**src/hdl/gbnsw_pkg.sv**
```systemverilog
`default_nettype none
// ---------------------------------------------------------------------------
// gbnsw_pkg: shared types and constants for the Go-Back-N sender window
// Codes for actions, emitted packet kinds, status, close phases and the
// controller/datapath command and status groups.
// ---------------------------------------------------------------------------
package gbnsw_pkg;

  localparam int unsigned SEQ_W  = 32;
  localparam int unsigned OUT_W  = 7;
  localparam int unsigned CFG_W  = 16;
  localparam int unsigned TOUT_W = 16;

  localparam logic [OUT_W-1:0] WINDOW_MAX = 7'd64;
  localparam logic [7:0]       ACK_TYPE   = 8'hA1;
  localparam logic [1:0]       END_TRIES_MAX = 2'd3;

  // register indexes
  localparam logic REG_WINDOW_SIZE  = 1'b0;
  localparam logic REG_TIMEOUT      = 1'b1;

  typedef enum logic [1:0] {
    ACT_SEND  = 2'd0,
    ACT_RX    = 2'd1,
    ACT_TICK  = 2'd2,
    ACT_CLOSE = 2'd3
  } action_e;

  typedef enum logic [1:0] {
    EMIT_NONE = 2'd0,
    EMIT_DATA = 2'd1,
    EMIT_END  = 2'd2
  } emit_e;

  typedef enum logic [2:0] {
    ST_OK        = 3'd0,
    ST_REFUSED   = 3'd1,
    ST_ACK_OK    = 3'd2,
    ST_ACK_NO    = 3'd3,
    ST_MSG_DONE  = 3'd4,
    ST_CLOSED    = 3'd5,
    ST_GAVE_UP   = 3'd6,
    ST_TIMEOUT   = 3'd7
  } status_e;

  typedef enum logic [1:0] {
    PH_OPEN    = 2'd0,
    PH_CLOSING = 2'd1,
    PH_CLOSED  = 2'd2,
    PH_GAVE_UP = 2'd3
  } phase_e;

  typedef enum logic {
    S_IDLE = 1'b0,
    S_RUN  = 1'b1
  } ctrl_state_e;

  typedef struct packed {
    logic step;      // process the input item, load its first result
    logic run_emit;  // load the next result of a resend run
  } gbnsw_cmd_t;

  typedef struct packed {
    logic run_start; // current item starts a run of more than one result
    logic run_last;  // next run result is the final one
  } gbnsw_sts_t;

endpackage : gbnsw_pkg
`default_nettype wire

```
**src/hdl/gbnsw_ctrl.sv**
```systemverilog
`default_nettype none
// ---------------------------------------------------------------------------
// gbnsw_ctrl: sequencing controller
// Owns the handshakes and the output valid; steps the datapath once per item
// and walks resend runs one result per cycle while the output is not stalled.
// ---------------------------------------------------------------------------
module gbnsw_ctrl
  import gbnsw_pkg::*;
(
  input  wire logic       clk_i,
  input  wire logic       rst_ni,
  input  wire logic       in_valid_i,
  output logic            in_ready_o,
  output logic            out_valid_o,
  input  wire logic       out_ready_i,
  input  wire gbnsw_sts_t sts_i,
  output gbnsw_cmd_t      cmd_o
);

  ctrl_state_e state_q, state_d;
  logic        out_valid_q, out_valid_d;
  logic        slot_free;

  assign slot_free = !out_valid_q || out_ready_i;

  // next state
  always_comb begin
    state_d = state_q;
    case (state_q)
      S_IDLE: begin
        if (in_valid_i && slot_free && sts_i.run_start) state_d = S_RUN;
      end
      S_RUN: begin
        if (slot_free && sts_i.run_last) state_d = S_IDLE;
      end
      default: state_d = S_IDLE;
    endcase
  end

  // outputs
  always_comb begin
    cmd_o      = '0;
    in_ready_o = 1'b0;
    case (state_q)
      S_IDLE: begin
        in_ready_o = slot_free;
        cmd_o.step = in_valid_i && slot_free;
      end
      S_RUN: begin
        cmd_o.run_emit = slot_free;
      end
      default: begin
        in_ready_o = 1'b0;
      end
    endcase
  end

  always_comb begin
    out_valid_d = out_valid_q;
    if (cmd_o.step || cmd_o.run_emit) begin
      out_valid_d = 1'b1;
    end else if (out_ready_i) begin
      out_valid_d = 1'b0;
    end
  end

  assign out_valid_o = out_valid_q;

  always_ff @(posedge clk_i or negedge rst_ni) begin
    if (!rst_ni) begin
      state_q     <= S_IDLE;
      out_valid_q <= 1'b0;
    end else begin
      state_q     <= state_d;
      out_valid_q <= out_valid_d;
    end
  end

endmodule : gbnsw_ctrl
`default_nettype wire

```
**src/hdl/gbnsw_dp.sv**
```systemverilog
`default_nettype none
// ---------------------------------------------------------------------------
// gbnsw_dp: window datapath
// Holds sequence numbers, timer, close phase, configuration, the result
// register and the resend run counter.
// ---------------------------------------------------------------------------
module gbnsw_dp
  import gbnsw_pkg::*;
#(
  parameter int unsigned TIMER_BITS = 16
) (
  input  wire logic              clk_i,
  input  wire logic              rst_ni,
  input  wire logic              cfg_we_i,
  input  wire logic              cfg_idx_i,
  input  wire logic [CFG_W-1:0]  cfg_data_i,
  input  wire logic [1:0]        action_i,
  input  wire logic [7:0]        pkt_type_i,
  input  wire logic [SEQ_W-1:0]  ack_seq_i,
  input  wire logic              last_of_message_i,
  input  wire gbnsw_cmd_t        cmd_i,
  output gbnsw_sts_t             sts_o,
  output logic [1:0]             emit_kind_o,
  output logic [SEQ_W-1:0]       tx_seq_o,
  output logic                   is_resend_o,
  output logic [2:0]             status_o,
  output logic [OUT_W-1:0]       outstanding_o,
  output logic                   last_o
);

  localparam int unsigned CMP_W = (TIMER_BITS > TOUT_W) ? TIMER_BITS : TOUT_W;

  // configuration
  logic [OUT_W-1:0]  win_size_q;
  logic [TOUT_W-1:0] timeout_q;

  // protocol state
  logic [SEQ_W-1:0]      base_q, base_d;
  logic [SEQ_W-1:0]      next_q, next_d;
  logic [TIMER_BITS-1:0] tcnt_q, tcnt_d;
  logic                  trun_q, trun_d;
  phase_e                phase_q, phase_d;
  logic [1:0]            tries_q, tries_d;
  logic [SEQ_W-1:0]      msg_end_q, msg_end_d;
  logic                  msg_pend_q, msg_pend_d;

  // resend run
  logic [SEQ_W-1:0] run_seq_q, run_seq_d;
  logic [OUT_W-1:0] run_left_q, run_left_d;

  // result of the current item
  emit_e            r_kind;
  logic [SEQ_W-1:0] r_seq;
  logic             r_resend;
  status_e          r_status;
  logic             r_last;
  logic             r_run;

  logic [OUT_W-1:0]      outst, eff_win, outst_after;
  logic [TIMER_BITS-1:0] tcnt_inc;
  logic [TOUT_W-1:0]     limit;
  logic                  fire;

  assign outst = OUT_W'(next_q - base_q);

  always_comb begin
    eff_win = win_size_q;
    if (win_size_q == '0) eff_win = OUT_W'(1);
    else if (win_size_q > WINDOW_MAX) eff_win = WINDOW_MAX;
  end

  assign tcnt_inc = (tcnt_q == '1) ? tcnt_q : tcnt_q + TIMER_BITS'(1);
  assign limit    = (timeout_q == '0) ? TOUT_W'(1) : timeout_q;
  assign fire     = CMP_W'(tcnt_inc) >= CMP_W'(limit);

  always_comb begin
    base_d     = base_q;
    next_d     = next_q;
    tcnt_d     = tcnt_q;
    trun_d     = trun_q;
    phase_d    = phase_q;
    tries_d    = tries_q;
    msg_end_d  = msg_end_q;
    msg_pend_d = msg_pend_q;
    r_kind     = EMIT_NONE;
    r_seq      = '0;
    r_resend   = 1'b0;
    r_status   = ST_OK;
    r_last     = 1'b1;
    r_run      = 1'b0;
    case (action_e'(action_i))
      ACT_SEND: begin
        if (phase_q != PH_OPEN || outst >= eff_win || next_q == '1) begin
          r_status = ST_REFUSED;
        end else begin
          next_d = next_q + SEQ_W'(1);
          if (!trun_q) begin
            trun_d = 1'b1;
            tcnt_d = '0;
          end
          if (last_of_message_i) begin
            msg_end_d  = next_q;
            msg_pend_d = 1'b1;
          end
          r_kind = EMIT_DATA;
          r_seq  = next_q;
        end
      end
      ACT_RX: begin
        r_status = ST_ACK_NO;
        if (pkt_type_i == ACK_TYPE) begin
          if (phase_q == PH_OPEN) begin
            if (ack_seq_i >= base_q && ack_seq_i < next_q) begin
              base_d   = ack_seq_i + SEQ_W'(1);
              tcnt_d   = '0;
              trun_d   = (base_d != next_q);
              r_status = ST_ACK_OK;
              if (msg_pend_q && ack_seq_i >= msg_end_q) begin
                msg_pend_d = 1'b0;
                r_status   = ST_MSG_DONE;
              end
            end
          end else if (phase_q == PH_CLOSING && ack_seq_i == next_q) begin
            phase_d  = PH_CLOSED;
            trun_d   = 1'b0;
            tcnt_d   = '0;
            r_status = ST_CLOSED;
          end
        end
      end
      ACT_TICK: begin
        if (trun_q) begin
          tcnt_d = tcnt_inc;
          if (fire) begin
            tcnt_d   = '0;
            r_status = ST_TIMEOUT;
            if (phase_q == PH_CLOSING) begin
              if (tries_q >= END_TRIES_MAX) begin
                phase_d  = PH_GAVE_UP;
                trun_d   = 1'b0;
                r_status = ST_GAVE_UP;
              end else begin
                tries_d  = tries_q + 2'd1;
                r_kind   = EMIT_END;
                r_seq    = next_q;
                r_resend = 1'b1;
              end
            end else if (phase_q == PH_OPEN && outst != '0) begin
              // first packet of the go-back run
              r_kind   = EMIT_DATA;
              r_seq    = base_q;
              r_resend = 1'b1;
              r_last   = (outst == OUT_W'(1));
              r_run    = !r_last;
            end else begin
              trun_d = 1'b0;
            end
          end
        end
      end
      ACT_CLOSE: begin
        if (phase_q != PH_OPEN || outst != '0) begin
          r_status = ST_REFUSED;
        end else begin
          phase_d = PH_CLOSING;
          tries_d = 2'd1;
          trun_d  = 1'b1;
          tcnt_d  = '0;
          r_kind  = EMIT_END;
          r_seq   = next_q;
        end
      end
      default: r_status = ST_OK;
    endcase
  end

  assign outst_after = OUT_W'(next_d[OUT_W-1:0] - base_d[OUT_W-1:0]);

  always_comb begin
    run_seq_d  = run_seq_q;
    run_left_d = run_left_q;
    if (cmd_i.step) begin
      run_seq_d  = base_q + SEQ_W'(1);
      run_left_d = outst - OUT_W'(1);
    end else if (cmd_i.run_emit) begin
      run_seq_d  = run_seq_q + SEQ_W'(1);
      run_left_d = run_left_q - OUT_W'(1);
    end
  end

  assign sts_o.run_start = r_run;
  assign sts_o.run_last  = (run_left_q == OUT_W'(1));

  always_ff @(posedge clk_i or negedge rst_ni) begin
    if (!rst_ni) begin
      win_size_q <= OUT_W'(8);
      timeout_q  <= TOUT_W'(1000);
      base_q     <= SEQ_W'(1);
      next_q     <= SEQ_W'(1);
      tcnt_q     <= '0;
      trun_q     <= 1'b0;
      phase_q    <= PH_OPEN;
      tries_q    <= '0;
      msg_end_q  <= '0;
      msg_pend_q <= 1'b0;
    end else begin
      if (cfg_we_i) begin
        case (cfg_idx_i)
          REG_WINDOW_SIZE: win_size_q <= cfg_data_i[OUT_W-1:0];
          REG_TIMEOUT:     timeout_q  <= cfg_data_i[TOUT_W-1:0];
          default:         win_size_q <= win_size_q;
        endcase
      end
      if (cmd_i.step) begin
        base_q     <= base_d;
        next_q     <= next_d;
        tcnt_q     <= tcnt_d;
        trun_q     <= trun_d;
        phase_q    <= phase_d;
        tries_q    <= tries_d;
        msg_end_q  <= msg_end_d;
        msg_pend_q <= msg_pend_d;
      end
    end
  end

  // run counter and result register: payload only
  always_ff @(posedge clk_i) begin
    run_seq_q  <= run_seq_d;
    run_left_q <= run_left_d;
    if (cmd_i.step) begin
      emit_kind_o   <= r_kind;
      tx_seq_o      <= r_seq;
      is_resend_o   <= r_resend;
      status_o      <= r_status;
      outstanding_o <= outst_after;
      last_o        <= r_last;
    end else if (cmd_i.run_emit) begin
      emit_kind_o   <= EMIT_DATA;
      tx_seq_o      <= run_seq_q;
      is_resend_o   <= 1'b1;
      status_o      <= ST_TIMEOUT;
      outstanding_o <= outst;
      last_o        <= (run_left_q == OUT_W'(1));
    end
  end

endmodule : gbnsw_dp
`default_nettype wire

```
**src/hdl/gbn_sender_window_control.sv**
```systemverilog
`default_nettype none
// ---------------------------------------------------------------------------
// gbn_sender_window_control: Go-Back-N ARQ sender window control
// Hands out sequence numbers inside the send window, slides the window on
// cumulative acks, runs the retransmit timer and the close handshake.
// ---------------------------------------------------------------------------
//
//  channel  | direction | handshake               | payload
//  ---------+-----------+-------------------------+----------------------------
//  in       | in        | in_valid_i / in_ready_o | action, pkt_type, ack_seq,
//           |           |                         | last_of_message
//  out      | out       | out_valid_o/out_ready_i | emit_kind, tx_seq, is_resend,
//           |           |                         | status, outstanding, last
//  cfg      | in        | cfg_we_i                | cfg_idx_i, cfg_data_i
//
// Flow: a send, ack, close or run-free tick loads its single result into the
//   output register; the next item is taken in the same cycle the result
//   leaves. A timeout with N packets outstanding emits N results, one per
//   cycle through the output register while it is not stalled, and holds off
//   input until the last one is loaded (the run counter sets this figure).
// Reset: asynchronous, active low; window base and next sequence return to
//   one, timer stopped, phase open, window 8, timeout 1000 ticks.
// Stalls: a stalled output freezes the result register and drops in_ready_o.
// ---------------------------------------------------------------------------
module gbn_sender_window_control
  import gbnsw_pkg::*;
#(
  parameter int unsigned TIMER_BITS = 16
) (
  input  wire logic             clk_i,
  input  wire logic             rst_ni,
  // configuration writes
  input  wire logic             cfg_we_i,
  input  wire logic             cfg_idx_i,
  input  wire logic [CFG_W-1:0] cfg_data_i,
  // input items
  input  wire logic             in_valid_i,
  output logic                  in_ready_o,
  input  wire logic [1:0]       action_i,
  input  wire logic [7:0]       pkt_type_i,
  input  wire logic [SEQ_W-1:0] ack_seq_i,
  input  wire logic             last_of_message_i,
  // result items
  output logic                  out_valid_o,
  input  wire logic             out_ready_i,
  output logic [1:0]            emit_kind_o,
  output logic [SEQ_W-1:0]      tx_seq_o,
  output logic                  is_resend_o,
  output logic [2:0]            status_o,
  output logic [OUT_W-1:0]      outstanding_o,
  output logic                  last_o
);

  gbnsw_cmd_t cmd;
  gbnsw_sts_t sts;

  // Controller: handshakes, output valid, run sequencing
  gbnsw_ctrl u_ctrl (
    .clk_i       (clk_i),
    .rst_ni      (rst_ni),
    .in_valid_i  (in_valid_i),
    .in_ready_o  (in_ready_o),
    .out_valid_o (out_valid_o),
    .out_ready_i (out_ready_i),
    .sts_i       (sts),
    .cmd_o       (cmd)
  );

  // Datapath: window state, timer, close phase, result register
  gbnsw_dp #(
    .TIMER_BITS (TIMER_BITS)
  ) u_dp (
    .clk_i             (clk_i),
    .rst_ni            (rst_ni),
    .cfg_we_i          (cfg_we_i),
    .cfg_idx_i         (cfg_idx_i),
    .cfg_data_i        (cfg_data_i),
    .action_i          (action_i),
    .pkt_type_i        (pkt_type_i),
    .ack_seq_i         (ack_seq_i),
    .last_of_message_i (last_of_message_i),
    .cmd_i             (cmd),
    .sts_o             (sts),
    .emit_kind_o       (emit_kind_o),
    .tx_seq_o          (tx_seq_o),
    .is_resend_o       (is_resend_o),
    .status_o          (status_o),
    .outstanding_o     (outstanding_o),
    .last_o            (last_o)
  );

  // The window never holds more than the largest window.
  a_outst_bound: assert property (@(posedge clk_i) disable iff (!rst_ni)
    out_valid_o |-> outstanding_o <= WINDOW_MAX)
    else $error("outstanding count beyond window maximum");

  // Only a go-back run produces a non-final result, and it resends data.
  a_run_kind: assert property (@(posedge clk_i) disable iff (!rst_ni)
    out_valid_o && !last_o |-> emit_kind_o == EMIT_DATA && is_resend_o
                               && status_o == ST_TIMEOUT)
    else $error("non-final result is not a data resend");

  // Input stays held off while a run is still being emitted.
  a_run_blocks: assert property (@(posedge clk_i) disable iff (!rst_ni)
    out_valid_o && !last_o |-> !in_ready_o)
    else $error("input accepted during a resend run");

  // Consecutive run results carry consecutive sequence numbers.
  a_run_seq: assert property (@(posedge clk_i) disable iff (!rst_ni)
    out_valid_o && !last_o && out_ready_i |=>
      out_valid_o && tx_seq_o == $past(tx_seq_o) + SEQ_W'(1))
    else $error("resend run skipped a sequence number");

endmodule : gbn_sender_window_control
`default_nettype wire

```
**config.mk**
```make
export PLATFORM = sky130hd
export DESIGN_NAME = gbn_sender_window_control
export DESIGN_NICKNAME = d
export VERILOG_FILES = /design/src/hdl/gbnsw_pkg.sv /design/src/hdl/gbnsw_ctrl.sv /design/src/hdl/gbnsw_dp.sv /design/src/hdl/gbn_sender_window_control.sv
export SDC_FILE = /design/constraint.sdc
export NUM_CORES = 1
export LEC_CHECK = 0
export BUFFER_PORTS_ARGS = -buffer_cell sky130_fd_sc_hd__buf_2
export CAP_MARGIN = 20
export CORE_ASPECT_RATIO = 1.75
export CORE_MARGIN = 2
export CORE_UTILIZATION = 50
export DETAILED_ROUTE_END_ITERATION = 16
export GPL_TIMING_DRIVEN = 0
export PLACE_DENSITY = 0.71
export SLEW_MARGIN = 10
export SYNTH_ARGS = -nofsm -noshare
export SYNTH_HDL_FRONTEND = slang
export SYNTH_SLANG_ARGS = --single-unit
```
**constraint.sdc**
```tcl
create_clock -name clk_i -period 9.2 [get_ports clk_i]
set_input_delay 0.92 -clock clk_i [delete_from_list [all_inputs] [get_ports clk_i]]
set_output_delay 0.92 -clock clk_i [all_outputs]
set_load 0.03 [all_outputs]
```
==> flow_summary.toml, run 1 <==
[timing]
tightest_slew_ns = 1.090
post-route-min-period_ns = 6.782
fin_skew_ns = 0.01520
clock.fmax_mhz = 147.4
min_period_over_period_pct = 73.72
slew_viol_final = 0
finalSetupTns_ns = 0
rsz0062_at_grt = "false"
finalHoldViolations = 0
relSlewSlack_pct = 27.30
setup_violations = 0

[global_routing]
grt_pass1_vias = 14100
grt_overflow = 0
grt_max_degree = 90
grt_pass1_wl_um = 75890
grt_usage_pct = 28.23
antenna_found_initial = 3

[setup_path]
path_max_fanout = 10
r2r_end = "u_dp.outstanding_o[6]"
crit_cells = 22
critPathCaptureType = "flop"
r2r_setup_slack_ns = 2.42
cp_top_family = "compound AO/OA/AOI/OAI gates"
critPathSlowestCell = "dfstp_2"
cp.arrival_ns = 7.18
cp-start-kind = "flop"
cp-endpoint = "u_dp.outstanding_o[6]"
worstPathCellList = "inv_1, ha_1, fa_1, nor2b_1, o21a_1, o21a_1, o211ai_1, ha_1, a311oi_1, o211ai_1, buf_4, mux2i_1, fa_1, nor2b_1, o21ai_0, a21boi_0, o21ai_0, a21oi_1, nor3_1, mux2_2, or4_1, nand3_1"
cpPeakStageDelay_ns = 0.66
r2r_start = "u_dp.next_q[0]"
required_ns = 9.60
reg2regPathDepth = 22
path_class = "flop to flop"
cp-startpoint = "u_dp.next_q[0]"
crit_buf_inv = 2

[cts]
ctsHoldBuffers = 0
clk_latency_ns = 0.55
cts_sinks = 228
cts_tree = "done"
post_cts_buffers = 0
h-tree-depth = 1
cts_buffers = 24
path_clk_slew_ns = 0.06
cts_resized = 0
cts-root-buf = "clkbuf_16"
clockBufferDepth = 3

[detailed_routing]
wire_per_inst_um = 20.79
ant_nets = 0
route.vias.total = 13920
drc_errors = 0
drt-initial-drc-count = 1031
routed_via_density = 6.026
wl_um = 48030
drtPass1Iterations = 6

[final_layout]
fin_area_um2 = 18190
layout.nets = 2101
nFillCells = 2960
drive_gt1_share_pct = 12.80
synthToLayoutAreaGrowth_pct = 12.52

[floorplan]
coreArea_um2 = 32000
die_y_um = 241.9
die_x_um = 139.9
io_pins = 113
fp-row-count = 87
fp.dieArea_um2 = 33850
initial_core_util_pct = 50.52

[synth]
synth_area_um2 = 16170
ys_seq_elements = 228
avgSynthCellArea_um2 = 9.261
ys_types = 87
synth_ff_type = "dfrtp_1"
synth_edf_count = 85
async_flop_share_pct = 62.72
synth_warnings = 0
syn_inst = 1746
seq_area_frac_synth_pct = 37.99
syn_nets = 1959

[placement]
gp_congestion = 0.9687
dp_hpwl_um = 38120
placed_cell_area_um2 = 17340
portBuffers = 111

[power]
p_per_area_nw_per_um2 = 184.7
ir_drop_v = 0.0001832
power.leakage_uw = 0.007874
finalPower_uw = 3360

[hold_path]
hold_class = "primary input to asynchronous set/reset pin"

[job]
cap_violations = 0

[status]
status = "finished, final reports clean"
## cells in the mapped netlist (15+ instances only)
library cell,n,area [µm²]
nand2_1,177,664.4
inv_1,173,649.4
ha_1,146,1827
dfrtp_1,134,3353
xnor2_1,108,945.9
o21ai_0,105,525.5
nor2_1,94,352.8
edfxtp_1,85,2552
a21oi_1,75,375.4
nand3_1,71,355.3
nand4_1,48,300.3
nor3_1,43,215.2
clkbuf_1,38,142.6
mux2i_1,35,350.3
xor2_1,33,289.0
mux2_2,27,304.0
a21o_1,26,195.2
buf_2,25,125.1
a222oi_1,24,240.2
nor2b_1,22,137.6
and3_1,18,112.6
or3_1,15,93.84
## final cells by class
type	count	area (µm²)	share of cell area [%]
clock buffer	29	661.9	3.638
buffer	69	301.5	1.657
timing repair buffer	116	658.1	3.617
tap	400	500.5	2.751
multi-input combinational	1276	9092	49.98
antenna	4	10.01	0.05502
sequential	228	6142	33.76
inverter	173	649.4	3.569
clock inverter	15	177.7	0.9765
## metrics by stage
step | worst slack (ns) | hold WS (ns) | util [%] | instances
after CTS | 2.533 | 0.2871 | 56.82 | 2306
after global routing | 2.098 | 0.3077 | 56.84 | 2309
after detailed placement | 2.538 | 0.4717 | 54.20 | 2262
after floorplan | 3.294 | 0.4498 | - | 1746
after global placement | 1.569 | 0.4654 | 53.82 | 2257
final | 2.418 | 0.2716 | 56.85 | 2310
## metal layers
layer | part of all wire (%) | vias up | track usage (%)
met4 | 6.5 | 0 | 16.32
met2 | 50 | 495 | 49.76
met3 | 5.1 | 156 | 2.570
met5 | 0 | - | 0
met1 | 38 | 6700 | 33.33
li1 | - | 6568 | -
## registers in the layout, summed over array words and instances (netlist names), 2 cells and up
register / flops
u_dp.base_q: 32
u_dp.emit_kind_o: 2
u_dp.msg_end_q: 32
u_dp.next_q: 32
u_dp.outstanding_o: 7
u_dp.phase_q: 2
u_dp.run_left_q: 7
u_dp.run_seq_q: 32
u_dp.status_o: 3
u_dp.tcnt_q: 16
u_dp.timeout_q: 16
u_dp.tries_q: 2
u_dp.tx_seq_o: 32
u_dp.win_size_q: 7
## cells by family (layout without fill, tap and decap cells)
| group | count (synthesis) | after routing | synth area share [%] |
|---|---|---|---|
| flops | 228 | 228 | 37.99 |
| compound gates | 353 | 353 | 14.74 |
| other cells | 0 | 4 | 0 |
| mux | 62 | 62 | 4.047 |
| fa+ha+maj | 150 | 150 | 11.67 |
| simple gates | 569 | 569 | 17.90 |
| buf+inv | 242 | 402 | 5.881 |
| xor+xnor | 142 | 142 | 7.777 |
## layout by cell type, fill, tap and decap left out, drive strengths merged, types with 12 or more instances in the layout
cell type  count
nor4          15
a21oi         75
nand4         49
nand2        177
buf          147
nor2          94
mux2          27
nand2b        14
edfxtp        85
and4          12
xor2          33
a211oi        15
clkbuf        67
o21ai        106
nor2b         22
ha           146
dfrtp        134
a21o          26
a222oi        24
and3          18
nand3         73
mux2i         35
inv          173
nor3          44
xnor2        108
or3           15
## report_power, final
group          leakage (µW)  internal, µW  switching [µW]
Clock              0.000415           624             421
Sequential          0.00257          1230            94.4
Combinational       0.00489           360             627
## how the worst min path moves through the flow
stage	endpoint	slack, ns	cells after the start
after global placement	u_dp.msg_end_q[3]	0.47	2
final	u_dp.next_q[25]	0.27	1
after global routing	u_dp.next_q[25]	0.31	1
after floorplan	u_dp.msg_end_q[10]	0.45	2
after detailed placement	u_dp.msg_end_q[3]	0.47	2
after CTS	u_dp.next_q[25]	0.29	1
Note: power is estimated with default switching activity, not from simulation.
==> run 2, diff against run 1 <==
- ABC_AREA: unset -> 1
- clock period: 9.2 -> 6.95 ns (I/O delays scaled with it)
==> flow_summary.toml, run 2 <==
[status]
status = "finished, final reports clean"

[placement]
gp_congestion = 0.9603
portBuffers = 112
placed_cell_area_um2 = 18240
pre_cts_ws_ns = 1.354
dpl.cell_count = 2824
dp_hpwl_um = 44450

[global_routing]
grt_usage_pct = 31.28
grt_pass1_wl_um = 84340
grt_overflow = 0
antenna_found_initial = 0
grt_max_degree = 78
grt_pass1_vias = 15760

[setup_path]
reg2regPathDepth = 31
path_class = "flop to flop"
cpPeakStageDelay_ns = 0.62
worst_path_most_repeated_cell = "nor2_1"
cp.arrival_ns = 5.93
critPathSlowestCell = "dfstp_2"
critPathCaptureType = "flop"
required_ns = 7.25
path_max_fanout = 8
cp-start-kind = "flop"

[timing]
clock.fmax_mhz = 177.3
finalHoldViolations = 0
whs_ns = 0.06446
finalSetupTns_ns = 0
tightest_slew_ns = 0.9562
relSlewSlack_pct = 36.02
fin_ws_ns = 1.311
min_period_over_period_pct = 81.13
slew_viol_final = 0
fin_skew_ns = 0.01343
rsz0062_at_grt = "false"
post-route-min-period_ns = 5.639
setup_violations = 0

[final_layout]
layout_commonest_cell = "nand2_1"
synthToLayoutAreaGrowth_pct = 11.99
fin_area_um2 = 19040
stdcell_count = 2868
layout_common_cells = "nand2_1 (642), inv_1 (237), nor2_1 (181)"
drive_gt1_share_pct = 11.52
nFillCells = 3300
seq_area_um2 = 6142
multiInputGateArea_um2 = 9587
layout.nets = 2608
antenna_cells = 0

[floorplan]
fp-row-count = 89
fp.dieArea_um2 = 35550
die_y_um = 247.9
io_pins = 113
die_x_um = 143.4
initial_core_util_pct = 50.55
coreArea_um2 = 33630

[cts]
clk_latency_ns = 0.55
path_clk_slew_ns = 0.07
cts-root-buf = "clkbuf_16"
cts_buffers = 24
cts_tree = "done"
cts_resized = 0
clockBufferDepth = 3
cts_sinks = 228
post_cts_buffers = 0
h-tree-depth = 1
ctsHoldBuffers = 0

[synth]
synthTopCellsByCount = "nand2_1 (642), inv_1 (237), nor2_1 (181)"
syn_nets = 2466
yosys.area.top_type = "dfrtp_1"
synth_warnings = 0
syn_inst = 2253
synth_ff_type = "dfrtp_1"
ys_seq_elements = 228
async_flop_share_pct = 62.72
yosysTopAreaCellShare_pct = 19.73
synth.most_common_cell = "nand2_1"
seq_area_frac_synth_pct = 36.13
ys_types = 62
yosys-top-cells-area = "dfrtp_1 (20%), edfxtp_1 (15%), nand2_1 (14%)"
synth_area_um2 = 17000
synth_edf_count = 85
avgSynthCellArea_um2 = 7.545

[detailed_routing]
drtPass1Iterations = 5
wire_per_inst_um = 19.25
route.vias.total = 15870
wl_um = 55200
routed_via_density = 5.535
ant_nets = 0
drc_errors = 0
drt-initial-drc-count = 863

[power]
power.leakage_uw = 0.008558
p_per_area_nw_per_um2 = 261.0
ir_drop_v = 0.0002044

[job]
cap_violations = 0

[hold_path]
hold_class = "primary input to asynchronous set/reset pin"
-- run 2: routing by layer --
layer	vias up	global-route usage [%]	share of wire, %
met5	-	0	0
met4	0	23.24	8.8
met3	193	2.720	3.6
met2	462	56.90	51
met1	7457	33.13	37
li1	7761	-	-
-- run 2: cell families after synthesis --
logic type,Yosys count,synth area share (%)
AOI/OAI and AO/OA,390,12.79
buffers and inverters,314,7.537
and+or+nand+nor,1080,27.40
muxes,1,0.05889
xor gates and xnor gates,92,5.108
DFF,228,36.13
adders and majority gates,148,10.98
-- run 2: worst paths after layout --
path	to	slack, ns	from
worst max-delay path	u_dp.outstanding_o[6]	1.31	u_dp.next_q[0]
worst min-delay path	u_dp.base_q[6]	0.06	rst_ni
worst max register to register	u_dp.outstanding_o[6]	1.31	u_dp.next_q[0]
worst min register to register	u_dp.base_q[15]	0.48	u_dp.base_q[15]
max in group asynchronous	u_dp.msg_end_q[20]	6.10	rst_ni
min in group clk_i	u_dp.timeout_q[7]	0.38	cfg_data_i[7]
-- run 2: report_power, final --
part	switching, µW	leakage [µW]	total, µW	internal [µW]
registers	149	0.00265	1760	1610
logic	1260	0.00552	1870	612
clock network	572	0.000395	1340	770
-- run 2: metrics by stage --
stage                     utilization [%]  power (µW)
after CTS                           56.61        4975
after global placement              53.91        3568
after floorplan                         -        3037
after detailed placement            54.23        3622
final                               56.61        4969
after global routing                56.61        5276
-- run 2: worst max-delay path: cells and delay by family, from the launching register on --
family | cells | cell delay, ns
AO/OA/AOI/OAI | 3 | 0.66
XOR/XNOR | 1 | 0.16
adder cells (fa/ha/maj) | 6 | 1.82
buffers and inverters | 5 | 0.62
flip-flops | 1 | 0.62
AND/OR/NAND/NOR | 16 | 1.50
-- run 2: final cells by class --
type / instances / share of cell area (%)
plain buffers: 52 / 1.564
clock buffers: 32 / 3.635
clock inverters: 12 / 0.5652
inverters: 262 / 5.166
multi-input cells: 1711 / 50.36
flip-flops and latches: 228 / 32.26
well taps: 455 / 2.990
repair buffers: 116 / 3.457
==> run 3, diff against run 2 <==
- ABC_AREA: 1 -> 0
- PLACE_DENSITY: 0.71 -> 0.74
- clock period: 6.95 -> 4.8 ns (I/O delays scaled with it)
==> flow_summary.toml, run 3 (synthesis gave the netlist of run 1 again) <==
[power]
p_per_area_nw_per_um2 = 358.3
power.leakage_uw = 0.008219
switchingPower_uw = 2329
ir_drop_v = 0.0003313
seqPwrFrac_pct = 37.4
pwr-share-clk_pct = 28.8
p_comb_share_pct = 33.7
power.internal_uw = 4477
finalPower_uw = 6806
swShare_pct = 34.22

[detailed_routing]
route.vias.total = 14490
drc_errors = 0
wl_um = 49960
ant_nets = 0
routed_via_density = 6.163
drtPass1Iterations = 6
wire_per_inst_um = 21.25
drt-initial-drc-count = 1203

[setup_path]
cp-startpoint = "u_dp.base_q[2]"
r2r_start = "u_dp.base_q[2]"
path_max_fanout = 4
required_ns = 5.20
critPathCaptureType = "flop"
critPathSlowestCell = "or4_4"
cp_top_family = "compound AO/OA/AOI/OAI gates"
cp-start-kind = "flop"
path_class = "flop to flop"
cpPeakStageDelay_ns = 0.52
cp.arrival_ns = 6.03
worstPathCellList = "inv_1, ha_1, nor2b_1, o21a_2, o21a_4, buf_6, o211ai_1, ha_2, a311oi_4, o21ai_2, inv_2, ha_4, mux2i_4, ha_4, fa_2, nor2b_4, o21ai_2, a21boi_2, o21ai_2, a21oi_4, nor3_2, mux2_4, or4_4, nand3_2"
crit_buf_inv = 3
worst_path_most_repeated_cell = "o21ai_2"

[timing]
tightest_slew_ns = 0.9162
setup_violations = 3
finalHoldViolations = 0
min_period_over_period_pct = 117.3
post-route-min-period_ns = 5.632
relSlewSlack_pct = 38.59
rsz0062_at_grt = "true"
fin_ws_ns = -0.8321
clock.fmax_mhz = 177.6
fin_skew_ns = 0.03228
slew_viol_final = 0
finalSetupTns_ns = -1.658

[global_routing]
grt_pass1_wl_um = 76510
met2_usage_pct = 49.08
met3_usage_pct = 3.479
grt_overflow = 0
busiest_layer = "met2"
grt_max_degree = 80
antenna_found_initial = 3
grt_usage_pct = 28.47
grt_pass1_vias = 14390
met1_usage_pct = 32.76

[placement]
pre_cts_ws_ns = -1.631
portBuffers = 111
gp_congestion = 0.9975
dp_hpwl_um = 37890

[cts]
cts_buffers = 23
clk_latency_ns = 0.55
h-tree-depth = 1
path_clk_slew_ns = 0.06
cts_sinks = 228
cts-root-buf = "clkbuf_16"
clockBufferDepth = 3
cts_tree = "done"

[final_layout]
layout.nets = 2145
layout_commonest_cell = "nand2_1"
drive_gt1_share_pct = 17.92
layout_common_cells = "nand2_1 (175), inv_1 (169), ha_1 (139)"
nFillCells = 2738
synthToLayoutAreaGrowth_pct = 17.47

[status]
violations = "setup timing"
status = "finished with violations"

[hold_path]
hp-start = "cfg_data_i[14]"
hold_class = "primary input to flop"

[floorplan]
initial_core_util_pct = 50.52
die_y_um = 241.9
fp.dieArea_um2 = 33850
fp-row-count = 87
coreArea_um2 = 32000
die_x_um = 139.9
io_pins = 113

[job]
cap_violations = 0
==> run 3: changes by cell type in the layout (fill, tap and decap cells not counted), moves of 44 or more <==
cell	change
nand2_1	-467
xnor2_1	+85
o21ai_0	-60
inv_1	-68
o21ai_1	-44
nor2_1	-89
==> run 3: cell type report <==
cell class / count / area (µm²) / share of cell area (%)
Multi-Input combinational cell: 1276 / 9489 / 49.96
Sequential cell: 228 / 6143 / 32.34
Timing Repair Buffer: 165 / 1081 / 5.691
Clock buffer: 34 / 670.6 / 3.531
Inverter: 173 / 654.4 / 3.445
Tap cell: 400 / 500.5 / 2.635
Buffer: 65 / 309.0 / 1.627
Clock inverter: 7 / 138.9 / 0.7312
Antenna cell: 3 / 7.507 / 0.03952
==> run 3: repair_timing <==
item,4_1_cts,5_1_grt
endpoints found under the setup margin,93,79
hold buffers,1,0
gates resized for setup,57,53
hold endpoints to repair,76,0
pin swaps,28,33
setup buffers,30,22
==> run 3: worst paths after layout <==
kind                                    endpoint  slack [ns]  depth (start not counted)
setup / recovery           u_dp.outstanding_o[6]       -0.83                         24
hold / removal                u_dp.timeout_q[14]        0.17                          2
setup reg to reg           u_dp.outstanding_o[6]       -0.83                         24
hold reg to reg               u_dp.msg_end_q[13]        0.48                          2
max in group asynchronous      u_dp.timeout_q[7]        3.50                          3
min in group asynchronous     u_dp.msg_end_q[25]        0.50                          2
==> run 3: per-layer routing <==
layer  share of wire (%)  wire length [µm]
met1                  37             18340
met2                  50             24800
met3                 5.7              2867
met4                 7.9              3944
met5                   0                 0
==> run 3: power by group through the flow <==
stage | Clock (µW) | Sequential (µW) | Combinational, µW
final | 1960 | 2550 | 2290
after floorplan | 0 | 2690 | 1130
after detailed placement | 0 | 2580 | 1880
after global routing | 2060 | 2580 | 2460
after CTS | 1980 | 2540 | 2050
after global placement | 0 | 2580 | 1780
==> run 3: metrics by stage <==
stage | hold WS, ns | area, µm² | util [%] | instances
finish | 0.1705 | 18990 | 59.35 | 2351
global route | 0.1684 | 18990 | 59.35 | 2351
CTS | 0.1625 | 18640 | 58.24 | 2331
detailed placement | 0.4723 | 17370 | 54.27 | 2262
global placement | 0.4640 | 17240 | 53.86 | 2257
floorplan | 0.1844 | 16180 | - | 1746
